===== src/hdl/atlas_rect_allocator_assert.svh =====
// ---------------------------------------------------------------------------
// Atlas rectangle allocator assertion macros
// Property forms used by the allocator controller.
// ---------------------------------------------------------------------------
`ifndef ATLAS_RECT_ALLOCATOR_ASSERT_SVH
`define ATLAS_RECT_ALLOCATOR_ASSERT_SVH

// Consequent must hold in the same cycle as the antecedent.
`define ATL_ASSERT_SAME(lbl, ante, cons, msg) \
  lbl: assert property (@(posedge clk) disable iff (!rst_n) (ante) |-> (cons)) \
    else $error(msg);

// Consequent must hold in the cycle after the antecedent.
`define ATL_ASSERT_NEXT(lbl, ante, cons, msg) \
  lbl: assert property (@(posedge clk) disable iff (!rst_n) (ante) |=> (cons)) \
    else $error(msg);

`endif


===== src/hdl/atl_pkg.sv =====
// ---------------------------------------------------------------------------
// Atlas allocator package
// Types, constants and control structs shared by the allocator modules.
// ---------------------------------------------------------------------------
`default_nettype none
package atl_pkg;

  localparam int MAX_ENTRIES = 64;
  localparam int IDX_W       = $clog2(MAX_ENTRIES);
  localparam int CNT_W       = $clog2(MAX_ENTRIES + 1);
  localparam int ENT_W       = 58;
  localparam int DIV_W       = 16;
  localparam int DIV_CNT_W   = $clog2(DIV_W + 1);

  localparam logic [13:0] COORD_MAX = 14'h3fff;

  localparam logic [1:0] STATUS_OK      = 2'd0;
  localparam logic [1:0] STATUS_OVERLAP = 2'd1;
  localparam logic [1:0] STATUS_NO_ROOM = 2'd2;
  localparam logic [1:0] STATUS_FULL    = 2'd3;

  localparam logic [1:0] REG_CELL_W   = 2'd0;
  localparam logic [1:0] REG_CELL_H   = 2'd1;
  localparam logic [1:0] REG_MAX_SIDE = 2'd2;
  localparam logic [1:0] REG_INIT     = 2'd3;

  localparam logic CMD_PLACE = 1'b0;
  localparam logic CMD_CLAIM = 1'b1;

  localparam logic [14:0] CELL_RST     = 15'd1;
  localparam logic [14:0] MAX_SIDE_RST = 15'd4096;
  localparam logic [14:0] INIT_RST     = 15'd256;

  typedef struct packed {
    logic        command;
    logic [14:0] rect_width;
    logic [14:0] rect_height;
    logic [13:0] claim_x;
    logic [13:0] claim_y;
  } in_word_t;

  typedef struct packed {
    logic [1:0]  status;
    logic [5:0]  entry_index;
    logic [13:0] placed_x;
    logic [13:0] placed_y;
    logic [14:0] atlas_side;
  } out_word_t;

  typedef struct packed {
    logic       load;
    logic       place_init;
    logic       bounds;
    logic       row_init;
    logic       col_init;
    logic       x_zero;
    logic       step;
    logic       row_acc;
    logic       div_x;
    logic       div_y;
    logic       side_dbl;
    logic       store;
    logic       finish;
    logic [1:0] status;
  } dp_cmd_t;

  typedef struct packed {
    logic full;
    logic claim;
    logic side_zero;
    logic too_big;
    logic scan_end;
    logic hit;
    logic x_ok;
    logic y_ok;
    logic any;
    logic dbl_over;
    logic div_done;
  } dp_sts_t;

endpackage
`default_nettype wire


===== src/hdl/atl_ram.sv =====
// ---------------------------------------------------------------------------
// Generic simple dual-port RAM
// One write port and one read port with registered read data.
// ---------------------------------------------------------------------------
`default_nettype none
module atl_ram #(
  parameter int WIDTH = 8,
  parameter int DEPTH = 16
) (
  input  wire logic                     clk,
  input  wire logic                     we,
  input  wire logic [$clog2(DEPTH)-1:0] waddr,
  input  wire logic [WIDTH-1:0]         wdata,
  input  wire logic [$clog2(DEPTH)-1:0] raddr,
  output logic      [WIDTH-1:0]         rdata
);

  logic [WIDTH-1:0] mem [DEPTH];

  always_ff @(posedge clk) begin
    if (we) begin
      mem[waddr] <= wdata;
    end
    rdata <= mem[raddr];
  end

endmodule
`default_nettype wire


===== src/hdl/atl_rem.sv =====
// ---------------------------------------------------------------------------
// Atlas allocator round-up unit
// Restoring remainder, one bit per cycle, rounding a value up to a multiple of a step.
// ---------------------------------------------------------------------------
`default_nettype none
module atl_rem (
  input  wire logic                     clk,
  input  wire logic                     rst_n,
  input  wire logic                     start,
  input  wire logic [atl_pkg::DIV_W-1:0] value,
  input  wire logic [14:0]              step,
  output logic                          done,
  output logic      [atl_pkg::DIV_W:0]  rounded
);

  logic                            run_r, run_nxt;
  logic [atl_pkg::DIV_CNT_W-1:0]   cnt_r, cnt_nxt;
  logic [atl_pkg::DIV_W-1:0]       val_r, val_nxt;
  logic [atl_pkg::DIV_W-1:0]       sh_r, sh_nxt;
  logic [14:0]                     step_r, step_nxt;
  logic [14:0]                     rem_r, rem_nxt;
  logic [15:0]                     trial;

  assign done  = run_r && (cnt_r == atl_pkg::DIV_CNT_W'(atl_pkg::DIV_W));
  assign trial = {rem_r, sh_r[atl_pkg::DIV_W-1]};

  always_comb begin
    run_nxt  = run_r;
    cnt_nxt  = cnt_r;
    val_nxt  = val_r;
    sh_nxt   = sh_r;
    step_nxt = step_r;
    rem_nxt  = rem_r;
    if (start) begin
      run_nxt  = 1'b1;
      cnt_nxt  = '0;
      val_nxt  = value;
      sh_nxt   = value;
      step_nxt = step;
      rem_nxt  = '0;
    end else if (done) begin
      run_nxt = 1'b0;
    end else if (run_r) begin
      cnt_nxt = cnt_r + 1'b1;
      sh_nxt  = {sh_r[atl_pkg::DIV_W-2:0], 1'b0};
      if (trial >= {1'b0, step_r}) begin
        rem_nxt = 15'(trial - {1'b0, step_r});
      end else begin
        rem_nxt = trial[14:0];
      end
    end
  end

  always_comb begin
    if (rem_r == '0) begin
      rounded = {1'b0, val_r};
    end else begin
      rounded = {1'b0, val_r} - {2'b0, rem_r} + {2'b0, step_r};
    end
  end

  always_ff @(posedge clk) begin
    if (!rst_n) begin
      run_r <= 1'b0;
      cnt_r <= '0;
    end else begin
      run_r <= run_nxt;
      cnt_r <= cnt_nxt;
    end
    val_r  <= val_nxt;
    sh_r   <= sh_nxt;
    step_r <= step_nxt;
    rem_r  <= rem_nxt;
  end

endmodule
`default_nettype wire


===== src/hdl/atl_dp.sv =====
// ---------------------------------------------------------------------------
// Atlas allocator datapath
// Registers, rectangle table, overlap tests, result and configuration port.
// ---------------------------------------------------------------------------
`default_nettype none
module atl_dp (
  input  wire logic                clk,
  input  wire logic                rst_n,
  input  wire atl_pkg::dp_cmd_t    cmd,
  output atl_pkg::dp_sts_t         sts,
  input  wire atl_pkg::in_word_t   in_data,
  output logic                     out_valid,
  output atl_pkg::out_word_t       out_data,
  input  wire logic                psel,
  input  wire logic                penable,
  input  wire logic                pwrite,
  input  wire logic [3:0]          paddr,
  input  wire logic [31:0]         pwdata,
  output logic      [31:0]         prdata
);

  atl_pkg::in_word_t          in_r, in_nxt;
  atl_pkg::out_word_t         out_r, out_nxt;
  logic                       out_valid_r;
  logic [14:0]                cw_r, ch_r, max_r, init_r, cur_r;
  logic [14:0]                side_r, side_nxt;
  logic [13:0]                xmax_r, xmax_nxt, ymax_r, ymax_nxt;
  logic [16:0]                x_r, x_nxt, y_r, y_nxt;
  logic [atl_pkg::CNT_W-1:0]  idx_r, idx_nxt, cnt_r;
  logic                       any_r, any_nxt;
  logic [15:0]                yend_r, yend_nxt;
  logic                       div_to_x_r;
  logic [atl_pkg::ENT_W-1:0]  rd_data;
  logic [13:0]                ex, ey;
  logic [14:0]                ew, eh, cw_eff, ch_eff, dx, dy;
  logic [15:0]                ex_end, ey_end;
  logic [17:0]                x_far, y_far;
  logic                       vovl, cfg_we, div_start, div_done;
  logic [16:0]                div_res;
  logic [15:0]                div_val;
  logic [14:0]                div_step, wval;

  assign ex     = rd_data[57:44];
  assign ey     = rd_data[43:30];
  assign ew     = rd_data[29:15];
  assign eh     = rd_data[14:0];
  assign ex_end = {2'b0, ex} + {1'b0, ew};
  assign ey_end = {2'b0, ey} + {1'b0, eh};
  assign x_far  = {1'b0, x_r} + {3'b0, in_r.rect_width};
  assign y_far  = {1'b0, y_r} + {3'b0, in_r.rect_height};
  assign vovl   = (y_r < {1'b0, ey_end}) && ({4'b0, ey} < y_far);
  assign cw_eff = (cw_r == '0) ? 15'd1 : cw_r;
  assign ch_eff = (ch_r == '0) ? 15'd1 : ch_r;
  assign dx     = side_r - in_r.rect_width;
  assign dy     = side_r - in_r.rect_height;

  assign sts.full      = cnt_r >= atl_pkg::CNT_W'(atl_pkg::MAX_ENTRIES);
  assign sts.claim     = in_r.command == atl_pkg::CMD_CLAIM;
  assign sts.side_zero = cur_r == '0;
  assign sts.too_big   = (in_r.rect_width > side_r) || (in_r.rect_height > side_r);
  assign sts.scan_end  = idx_r == cnt_r;
  assign sts.hit       = vovl && (x_r < {1'b0, ex_end}) && ({4'b0, ex} < x_far);
  assign sts.x_ok      = x_r <= {3'b0, xmax_r};
  assign sts.y_ok      = y_r <= {3'b0, ymax_r};
  assign sts.any       = any_r;
  assign sts.dbl_over  = {side_r, 1'b0} > {1'b0, max_r};
  assign sts.div_done  = div_done;

  assign div_start = cmd.div_x || cmd.div_y;
  assign div_val   = cmd.div_x ? ex_end : yend_r;
  assign div_step  = cmd.div_x ? cw_eff : ch_eff;

  atl_rem u_rem (
    .clk     (clk),
    .rst_n   (rst_n),
    .start   (div_start),
    .value   (div_val),
    .step    (div_step),
    .done    (div_done),
    .rounded (div_res)
  );

  atl_ram #(
    .WIDTH (atl_pkg::ENT_W),
    .DEPTH (atl_pkg::MAX_ENTRIES)
  ) u_ram (
    .clk   (clk),
    .we    (cmd.store),
    .waddr (cnt_r[atl_pkg::IDX_W-1:0]),
    .wdata ({x_r[13:0], y_r[13:0], in_r.rect_width, in_r.rect_height}),
    .raddr (idx_r[atl_pkg::IDX_W-1:0]),
    .rdata (rd_data)
  );

  always_comb begin
    in_nxt   = in_r;
    side_nxt = side_r;
    xmax_nxt = xmax_r;
    ymax_nxt = ymax_r;
    x_nxt    = x_r;
    y_nxt    = y_r;
    idx_nxt  = idx_r;
    any_nxt  = any_r;
    yend_nxt = yend_r;
    if (cmd.load) begin
      in_nxt = in_data;
      x_nxt  = {3'b0, in_data.claim_x};
      y_nxt  = {3'b0, in_data.claim_y};
    end
    if (cmd.place_init) begin
      side_nxt = cur_r;
    end
    if (cmd.side_dbl) begin
      side_nxt = {side_r[13:0], 1'b0};
    end
    if (cmd.bounds) begin
      xmax_nxt = (dx > {1'b0, atl_pkg::COORD_MAX}) ? atl_pkg::COORD_MAX : dx[13:0];
      ymax_nxt = (dy > {1'b0, atl_pkg::COORD_MAX}) ? atl_pkg::COORD_MAX : dy[13:0];
      y_nxt    = '0;
    end
    if (cmd.row_init) begin
      idx_nxt  = '0;
      any_nxt  = 1'b0;
      yend_nxt = '1;
    end
    if (cmd.col_init) begin
      idx_nxt = '0;
    end
    if (cmd.x_zero) begin
      x_nxt = '0;
    end
    if (cmd.step) begin
      idx_nxt = idx_r + 1'b1;
    end
    if (cmd.row_acc && vovl) begin
      any_nxt = 1'b1;
      if (ey_end < yend_r) begin
        yend_nxt = ey_end;
      end
    end
    if (div_done) begin
      if (div_to_x_r) begin
        x_nxt = div_res;
      end else begin
        y_nxt = div_res;
      end
    end
  end

  always_comb begin
    out_nxt = out_r;
    if (cmd.finish) begin
      out_nxt.status      = cmd.status;
      out_nxt.entry_index = '0;
      out_nxt.placed_x    = '0;
      out_nxt.placed_y    = '0;
      out_nxt.atlas_side  = cur_r;
      if (cmd.store) begin
        out_nxt.entry_index = cnt_r[5:0];
        out_nxt.placed_x    = x_r[13:0];
        out_nxt.placed_y    = y_r[13:0];
        if (!sts.claim) begin
          out_nxt.atlas_side = side_r;
        end
      end
    end
  end

  assign cfg_we = psel && penable && pwrite;
  assign wval   = pwdata[14:0];

  always_comb begin
    unique case (paddr[3:2])
      atl_pkg::REG_CELL_W:   prdata = {17'b0, cw_r};
      atl_pkg::REG_CELL_H:   prdata = {17'b0, ch_r};
      atl_pkg::REG_MAX_SIDE: prdata = {17'b0, max_r};
      atl_pkg::REG_INIT:     prdata = {17'b0, init_r};
      default:               prdata = '0;
    endcase
  end

  always_ff @(posedge clk) begin
    if (!rst_n) begin
      cw_r        <= atl_pkg::CELL_RST;
      ch_r        <= atl_pkg::CELL_RST;
      max_r       <= atl_pkg::MAX_SIDE_RST;
      init_r      <= atl_pkg::INIT_RST;
      cur_r       <= atl_pkg::INIT_RST;
      cnt_r       <= '0;
      out_valid_r <= 1'b0;
    end else begin
      out_valid_r <= cmd.finish;
      if (cmd.store) begin
        cnt_r <= cnt_r + 1'b1;
        if (!sts.claim) begin
          cur_r <= side_r;
        end
      end
      if (cfg_we) begin
        unique case (paddr[3:2])
          atl_pkg::REG_CELL_W:   cw_r  <= wval;
          atl_pkg::REG_CELL_H:   ch_r  <= wval;
          atl_pkg::REG_MAX_SIDE: max_r <= wval;
          atl_pkg::REG_INIT: begin
            init_r <= wval;
            if (cnt_r == '0) begin
              cur_r <= wval;
            end
          end
          default: init_r <= init_r;
        endcase
      end
    end
    if (div_start) begin
      div_to_x_r <= cmd.div_x;
    end
    in_r   <= in_nxt;
    out_r  <= out_nxt;
    side_r <= side_nxt;
    xmax_r <= xmax_nxt;
    ymax_r <= ymax_nxt;
    x_r    <= x_nxt;
    y_r    <= y_nxt;
    idx_r  <= idx_nxt;
    any_r  <= any_nxt;
    yend_r <= yend_nxt;
  end

  assign out_valid = out_valid_r;
  assign out_data  = out_r;

endmodule
`default_nettype wire


===== src/hdl/atl_ctrl.sv =====
// ---------------------------------------------------------------------------
// Atlas allocator controller
// Sequences table scans, row and column stepping and atlas growth.
// ---------------------------------------------------------------------------
`default_nettype none
`include "atlas_rect_allocator_assert.svh"
module atl_ctrl (
  input  wire logic              clk,
  input  wire logic              rst_n,
  input  wire logic              start,
  output logic                   busy,
  input  wire atl_pkg::dp_sts_t  sts,
  output atl_pkg::dp_cmd_t       cmd
);

  localparam logic [3:0] S_IDLE  = 4'd0;
  localparam logic [3:0] S_CHECK = 4'd1;
  localparam logic [3:0] S_SIDE  = 4'd2;
  localparam logic [3:0] S_ROWI  = 4'd3;
  localparam logic [3:0] S_RD    = 4'd4;
  localparam logic [3:0] S_CMP   = 4'd5;
  localparam logic [3:0] S_COLS  = 4'd6;
  localparam logic [3:0] S_DIVX  = 4'd7;
  localparam logic [3:0] S_DIVY  = 4'd8;
  localparam logic [3:0] S_YCHK  = 4'd9;
  localparam logic [3:0] S_GROW  = 4'd10;

  localparam logic [1:0] M_CLAIM = 2'd0;
  localparam logic [1:0] M_ROW   = 2'd1;
  localparam logic [1:0] M_COL   = 2'd2;

  logic [3:0] state_r, state_nxt;
  logic [1:0] mode_r, mode_nxt;

  assign busy = state_r != S_IDLE;

  always_comb begin
    state_nxt = state_r;
    mode_nxt  = mode_r;
    cmd       = '0;
    unique case (state_r)
      S_IDLE: begin
        if (start) begin
          cmd.load  = 1'b1;
          state_nxt = S_CHECK;
        end
      end
      S_CHECK: begin
        priority if (sts.full) begin
          cmd.finish = 1'b1;
          cmd.status = atl_pkg::STATUS_FULL;
          state_nxt  = S_IDLE;
        end else if (sts.claim) begin
          cmd.col_init = 1'b1;
          mode_nxt     = M_CLAIM;
          state_nxt    = S_RD;
        end else if (sts.side_zero) begin
          cmd.finish = 1'b1;
          cmd.status = atl_pkg::STATUS_NO_ROOM;
          state_nxt  = S_IDLE;
        end else begin
          cmd.place_init = 1'b1;
          state_nxt      = S_SIDE;
        end
      end
      S_SIDE: begin
        if (sts.too_big) begin
          state_nxt = S_GROW;
        end else begin
          cmd.bounds = 1'b1;
          state_nxt  = S_ROWI;
        end
      end
      S_ROWI: begin
        cmd.row_init = 1'b1;
        mode_nxt     = M_ROW;
        state_nxt    = S_RD;
      end
      S_RD: begin
        if (sts.scan_end) begin
          if (mode_r == M_ROW) begin
            cmd.x_zero = 1'b1;
            state_nxt  = S_COLS;
          end else begin
            cmd.store  = 1'b1;
            cmd.finish = 1'b1;
            cmd.status = atl_pkg::STATUS_OK;
            state_nxt  = S_IDLE;
          end
        end else begin
          state_nxt = S_CMP;
        end
      end
      S_CMP: begin
        priority if (mode_r == M_ROW) begin
          cmd.row_acc = 1'b1;
          cmd.step    = 1'b1;
          state_nxt   = S_RD;
        end else if (sts.hit && mode_r == M_CLAIM) begin
          cmd.finish = 1'b1;
          cmd.status = atl_pkg::STATUS_OVERLAP;
          state_nxt  = S_IDLE;
        end else if (sts.hit) begin
          cmd.div_x = 1'b1;
          state_nxt = S_DIVX;
        end else begin
          cmd.step  = 1'b1;
          state_nxt = S_RD;
        end
      end
      S_COLS: begin
        priority if (sts.x_ok) begin
          cmd.col_init = 1'b1;
          mode_nxt     = M_COL;
          state_nxt    = S_RD;
        end else if (!sts.any) begin
          state_nxt = S_GROW;
        end else begin
          cmd.div_y = 1'b1;
          state_nxt = S_DIVY;
        end
      end
      S_DIVX: begin
        if (sts.div_done) begin
          state_nxt = S_COLS;
        end
      end
      S_DIVY: begin
        if (sts.div_done) begin
          state_nxt = S_YCHK;
        end
      end
      S_YCHK: begin
        state_nxt = sts.y_ok ? S_ROWI : S_GROW;
      end
      S_GROW: begin
        if (sts.dbl_over) begin
          cmd.finish = 1'b1;
          cmd.status = atl_pkg::STATUS_NO_ROOM;
          state_nxt  = S_IDLE;
        end else begin
          cmd.side_dbl = 1'b1;
          state_nxt    = S_SIDE;
        end
      end
      default: begin
        state_nxt = S_IDLE;
      end
    endcase
  end

  always_ff @(posedge clk) begin
    if (!rst_n) begin
      state_r <= S_IDLE;
      mode_r  <= M_CLAIM;
    end else begin
      state_r <= state_nxt;
      mode_r  <= mode_nxt;
    end
  end

  `ATL_ASSERT_NEXT(a_accept_busy, start && !busy, busy, "Accepted word did not raise busy.")
  `ATL_ASSERT_SAME(a_store_room, cmd.store, !sts.full, "Store issued with a full table.")
  `ATL_ASSERT_NEXT(a_finish_idle, cmd.finish, !busy, "Controller busy after a result.")

endmodule
`default_nettype wire


===== src/hdl/atlas_rect_allocator.sv =====
// ---------------------------------------------------------------------------
// Atlas rectangle allocator
// First-fit rectangle placement in a square texture atlas that can grow.
// ---------------------------------------------------------------------------
// A word is taken when start is high and busy is low, and exactly one result
// word follows, shown for a single cycle with out_valid; the receiver cannot
// stall it, so it must take every result when it appears. Every pass over the
// stored rectangles reads the table through its one read port, one entry at a
// time with a read state and a compare state for each, so a claim takes at most
// one pass. A place scans the whole table for each row tried, then scans each
// column candidate until it fails at an entry, jumps to the next grid column
// or the next grid row through the round-up unit, and does this again for each
// doubling of the atlas side.
// ---------------------------------------------------------------------------
`default_nettype none
module atlas_rect_allocator (
  input  wire logic                clk,
  input  wire logic                rst_n,
  input  wire logic                start,
  output logic                     busy,
  input  wire atl_pkg::in_word_t   in_data,
  output logic                     out_valid,
  output atl_pkg::out_word_t       out_data,
  input  wire logic                psel,
  input  wire logic                penable,
  input  wire logic                pwrite,
  input  wire logic [3:0]          paddr,
  input  wire logic [31:0]         pwdata,
  output logic      [31:0]         prdata,
  output logic                     pready
);

  atl_pkg::dp_cmd_t cmd;
  atl_pkg::dp_sts_t sts;

  assign pready = 1'b1;

  atl_ctrl u_ctrl (
    .clk   (clk),
    .rst_n (rst_n),
    .start (start),
    .busy  (busy),
    .sts   (sts),
    .cmd   (cmd)
  );

  atl_dp u_dp (
    .clk       (clk),
    .rst_n     (rst_n),
    .cmd       (cmd),
    .sts       (sts),
    .in_data   (in_data),
    .out_valid (out_valid),
    .out_data  (out_data),
    .psel      (psel),
    .penable   (penable),
    .pwrite    (pwrite),
    .paddr     (paddr),
    .pwdata    (pwdata),
    .prdata    (prdata)
  );

endmodule
`default_nettype wire

===== config.mk =====
export PLATFORM = sky130hd
export DESIGN_NAME = atlas_rect_allocator
export DESIGN_NICKNAME = d
export VERILOG_FILES = /design/src/hdl/atl_pkg.sv /design/src/hdl/atl_ram.sv /design/src/hdl/atl_rem.sv /design/src/hdl/atl_dp.sv /design/src/hdl/atl_ctrl.sv /design/src/hdl/atlas_rect_allocator.sv
export VERILOG_INCLUDE_DIRS = /design/src /design/src/hdl
export SDC_FILE = /design/constraint.sdc
export NUM_CORES = 2
export LEC_CHECK = 0
export ABC_AREA = 0
export BUFFER_PORTS_ARGS = -buffer_cell sky130_fd_sc_hd__buf_2
export CAP_MARGIN = 20
export CORE_UTILIZATION = 55
export DETAILED_ROUTE_END_ITERATION = 10
export GPL_ROUTABILITY_DRIVEN = 0
export GPL_TIMING_DRIVEN = 0
export PLACE_DENSITY = 0.72
export SKIP_LAST_GASP = 1
export SYNTH_ARGS = -nofsm -noshare
export SYNTH_HDL_FRONTEND = slang
export SYNTH_SLANG_ARGS = --single-unit
export TNS_END_PERCENT = 100

===== constraint.sdc =====
create_clock -name clk -period 6.5 [get_ports clk]
set_clock_uncertainty 0.1 [all_clocks]
set_input_delay 1.3 -clock clk [delete_from_list [all_inputs] [get_ports clk]]
set_output_delay 1.3 -clock clk [all_outputs]
set_load 0.05 [all_outputs]

==> impl_results.md <==
* Outcome: finished with violations
* Failing checks: setup timing
* Vias in the first global route at 88080
* Post-layout net count at 9146
* Top_reg_cell synth: edfxtp_1
* Placed inst area at 177600 um2
* Slew Viols, Final at 0
* WL final at 485.8 mm
* Critical path cell sequence: clkbuf_1 > clkbuf_2 > clkbuf_2 > xnor2_1 > nand4_1 > clkbuf_1 > nor4_2 > nand3_1 > nor2_4 > buf_12 > buf_12
* Slowest CP cell: nand3_1
* Fin util at 64.74%
* Global-route met3 utilization at 9.716%
* GRT met2 Usage at 49.55%
* Pwr dens at 440.3 nW/um2
* CTS sink cnt at 4111
* Cell area after layout at 192300 um2
* CP max stage delay at 1.02 ns
* Number of max-cap violations at 0
* Port buffer count at 148
* Worst Setup Slack, final at -0.7424 ns
* Hold WC Path Type: reg2reg
* Placement Rows at 200
* Worst path required time at 7.03 ns
* Die W at 548.6 um
* Final ANT Viol Nets at 0
* First-pass GRT wire length at 666.4 mm
* Sequential area share after synthesis at 73.78%
* IO Count at 187
* DRC Markers at 0
* Synth unique cells at 81
* Die Area at 301000 um2
* Lkg Pwr at 62.57 nW
* GR peak layer: met2
* Total gr overflow at 0
* DRT iter0 DRCs at 15200
* Largest net degree at the start of global routing at 68
* Longest Clk Path Bufs at 4
* Post-DR wirelength/cell at 37.08 um
* Yosys top cell area share at 71.10%
* Synth Cell Area at 164300 um2
* Synthesized flop and latch total at 4111
* Worst-path fanout max at 20
* Setup TNS Final at -329.27 ns
* FFs w/ async S/R, synth at 0%
* Area Growth Syn to Fin at 17.01%
* Setup-failing EPs final at 1313
* DRT Pass-1 Iters at 8
* Commonest non-fill, non-tap cell in the layout: edfxtp_1
* Worst slack, placed at -0.4888 ns
* CTS tree: done
* Hpwl dp at 330.0 mm
* Period utilization at 111.4%
* Top post-synthesis cells by area: edfxtp_1 (71%), mux4_2 (17%), dfxtp_1 (2.7%)
* Clk_lat worst skew at 0.97 ns
* Via count at 89530
* Die height at 548.6 um
* Final Hold Vio Count at 0
* CTS H-Tree Depth at 5
* Post-Syn Area per Cell at 21.14 um2
* Startpoint class of the critical path: flip-flop
* Largest area contributor in the netlist: edfxtp_1
* Relative slew slack at 15.70%
* Starting Density at 55.33%
* Hold-fix buffers, CTS at 0
* WP buf/inv at 6
* Initial antenna violation count at 45
* Root buf cell: clkbuf_16
* CP top delay family: simple AND/OR/NAND/NOR gates
* Vias per cell at 6.833
* Most frequent cells in the layout: edfxtp_1 (3891), mux4_2 (1233), clkbuf_16 (412)
* GR Util met1 at 40.97%
* CORE AREA at 297000 um2
* Clk pin slew, worst setup/hold paths at 0.06 ns
* CP arrival at 7.77 ns
* GRT Total Usage at 32.05%
* Minimum clock period at 7.242 ns
* Crit Path Category: reg2reg
* Worst vdd ir at 0.3829 mV
* Proportion of layout cells with a drive suffix above 1 at 28.97%
* Post-synth EDFFs at 3891
* Kind of end point of the critical path: flip-flop
* Worst slew pin tran at 1.265 ns
* Mapped Cells at 7775
* CTS buffer count at 403
* Synth warnings at 0
* RSZ-0062 raised after global routing: true
* Hold WS at 0.3508 ns
* Fmax at 138.1 MHz
[cell usage after synthesis (17+ instances only)]
library cell	instances
and3_1	19
and2_1	37
mux4_2	1233
nand4_1	33
xor2_1	50
fa_1	22
nand3_1	75
o21ai_0	72
a21oi_1	193
a211oi_1	29
mux2i_1	94
or2_2	21
a21o_1	57
o31ai_1	26
inv_1	223
nor4_1	47
xnor2_1	56
nor3_1	38
nand2_1	243
o21a_1	22
mux2_2	34
nor2b_1	24
edfxtp_1	3891
ha_1	235
a22o_1	17
buf_1	86
clkbuf_1	277
nor2_1	183
dfxtp_1	220
o211ai_1	21
buf_4	19
nand2b_1	21
[power breakdown]
| part | internal [mW] | switching, mW | total (mW) |
|---|---|---|---|
| Combinational | 11.2 | 16.0 | 27.1 |
| Clock | 13.4 | 10.1 | 23.5 |
| Sequential | 32.3 | 1.76 | 34.0 |
| Total | 56.8 | 27.8 | 84.7 |
[path summary, 6_finish.rpt]
kind | depth (start not counted) | endpoint | startpoint | slack [ns]
max | 11 | u_dp.u_ram.mem[25][13] | u_dp.idx_r[0] | -0.74
min reg2reg | 2 | u_dp.init_r[4] | u_dp.init_r[4] | 0.35
min | 2 | u_dp.init_r[4] | u_dp.init_r[4] | 0.35
max reg2reg | 11 | u_dp.u_ram.mem[25][13] | u_dp.idx_r[0] | -0.74
[routing by layer]
metal / routed length, um / part of all wire [%]
met2: 225600 / 46
met4: 30430 / 6.3
met5: 784 / 0.16
met1: 163100 / 34
met3: 65900 / 14
[sequential cells by signal (all words and copies together) (netlist names), 15 cells and up]
name and count:
u_dp.u_rem.step_r 15, u_dp.u_rem.rem_r 15, u_dp.x_r 17, u_dp.u_rem.val_r 16
u_dp.init_r 15, u_dp.in_r 30, u_dp.side_r 15, u_dp.out_data 51
u_dp.max_r 15, u_dp.yend_r 16, u_dp.cw_r 15, u_dp.ch_r 15
u_dp.u_rem.sh_r 16, u_dp.u_ram.mem 3712, u_dp.y_r 17, u_dp.u_ram.rdata 58
u_dp.cur_r 15
[stage by stage]
step | cells | total power [mW]
2_1_floorplan | 7791 | 49.22
3_3_place_gp | 11880 | 57.35
3_5_place_dp | 12210 | 60.10
4_1_cts | 12970 | 83.46
5_1_grt | 13070 | 86.63
6_report | 13100 | 84.67
[kinds of logic (layout without fill, tap and decap cells)]
| family | after synthesis | in the layout | synth area share [%] |
|---|---|---|---|
| AOI/OAI and AO/OA | 544 | 544 | 2.139 |
| buffers and inverters | 612 | 1945 | 1.450 |
| DFF | 4111 | 4111 | 73.78 |
| adders and majority gates | 260 | 260 | 2.076 |
| and+or+nand+nor | 775 | 775 | 2.251 |
| other | 2 | 58 | 0.004570 |
| xor gates and xnor gates | 106 | 106 | 0.5649 |
| muxes | 1365 | 1365 | 17.74 |
[layout make-up]
cell class / count / area, um2
Antenna cell: 40 / 100.1
Buffer: 388 / 1590
Clock buffer: 518 / 10900
Clock inverter: 223 / 2336
Fill cell: 18510 / 104700
Inverter: 224 / 840.8
Multi-Input combinational cell: 3068 / 41340
Sequential cell: 4111 / 121300
Tap cell: 3939 / 4928
Timing Repair Buffer: 592 / 8969
[what timing repair did]
action	CTS	global route
buffers inserted	23	55
pin swaps	6	7
resized for setup	4	15
setup endpoints to repair	719	813
[worst min-delay path: stages, from the launching register on]
cell and delay (ns):
dfxtp_1 0.31, nand2_1 0.05, a21oi_1 0.05
(Power assumes the default switching activity.)
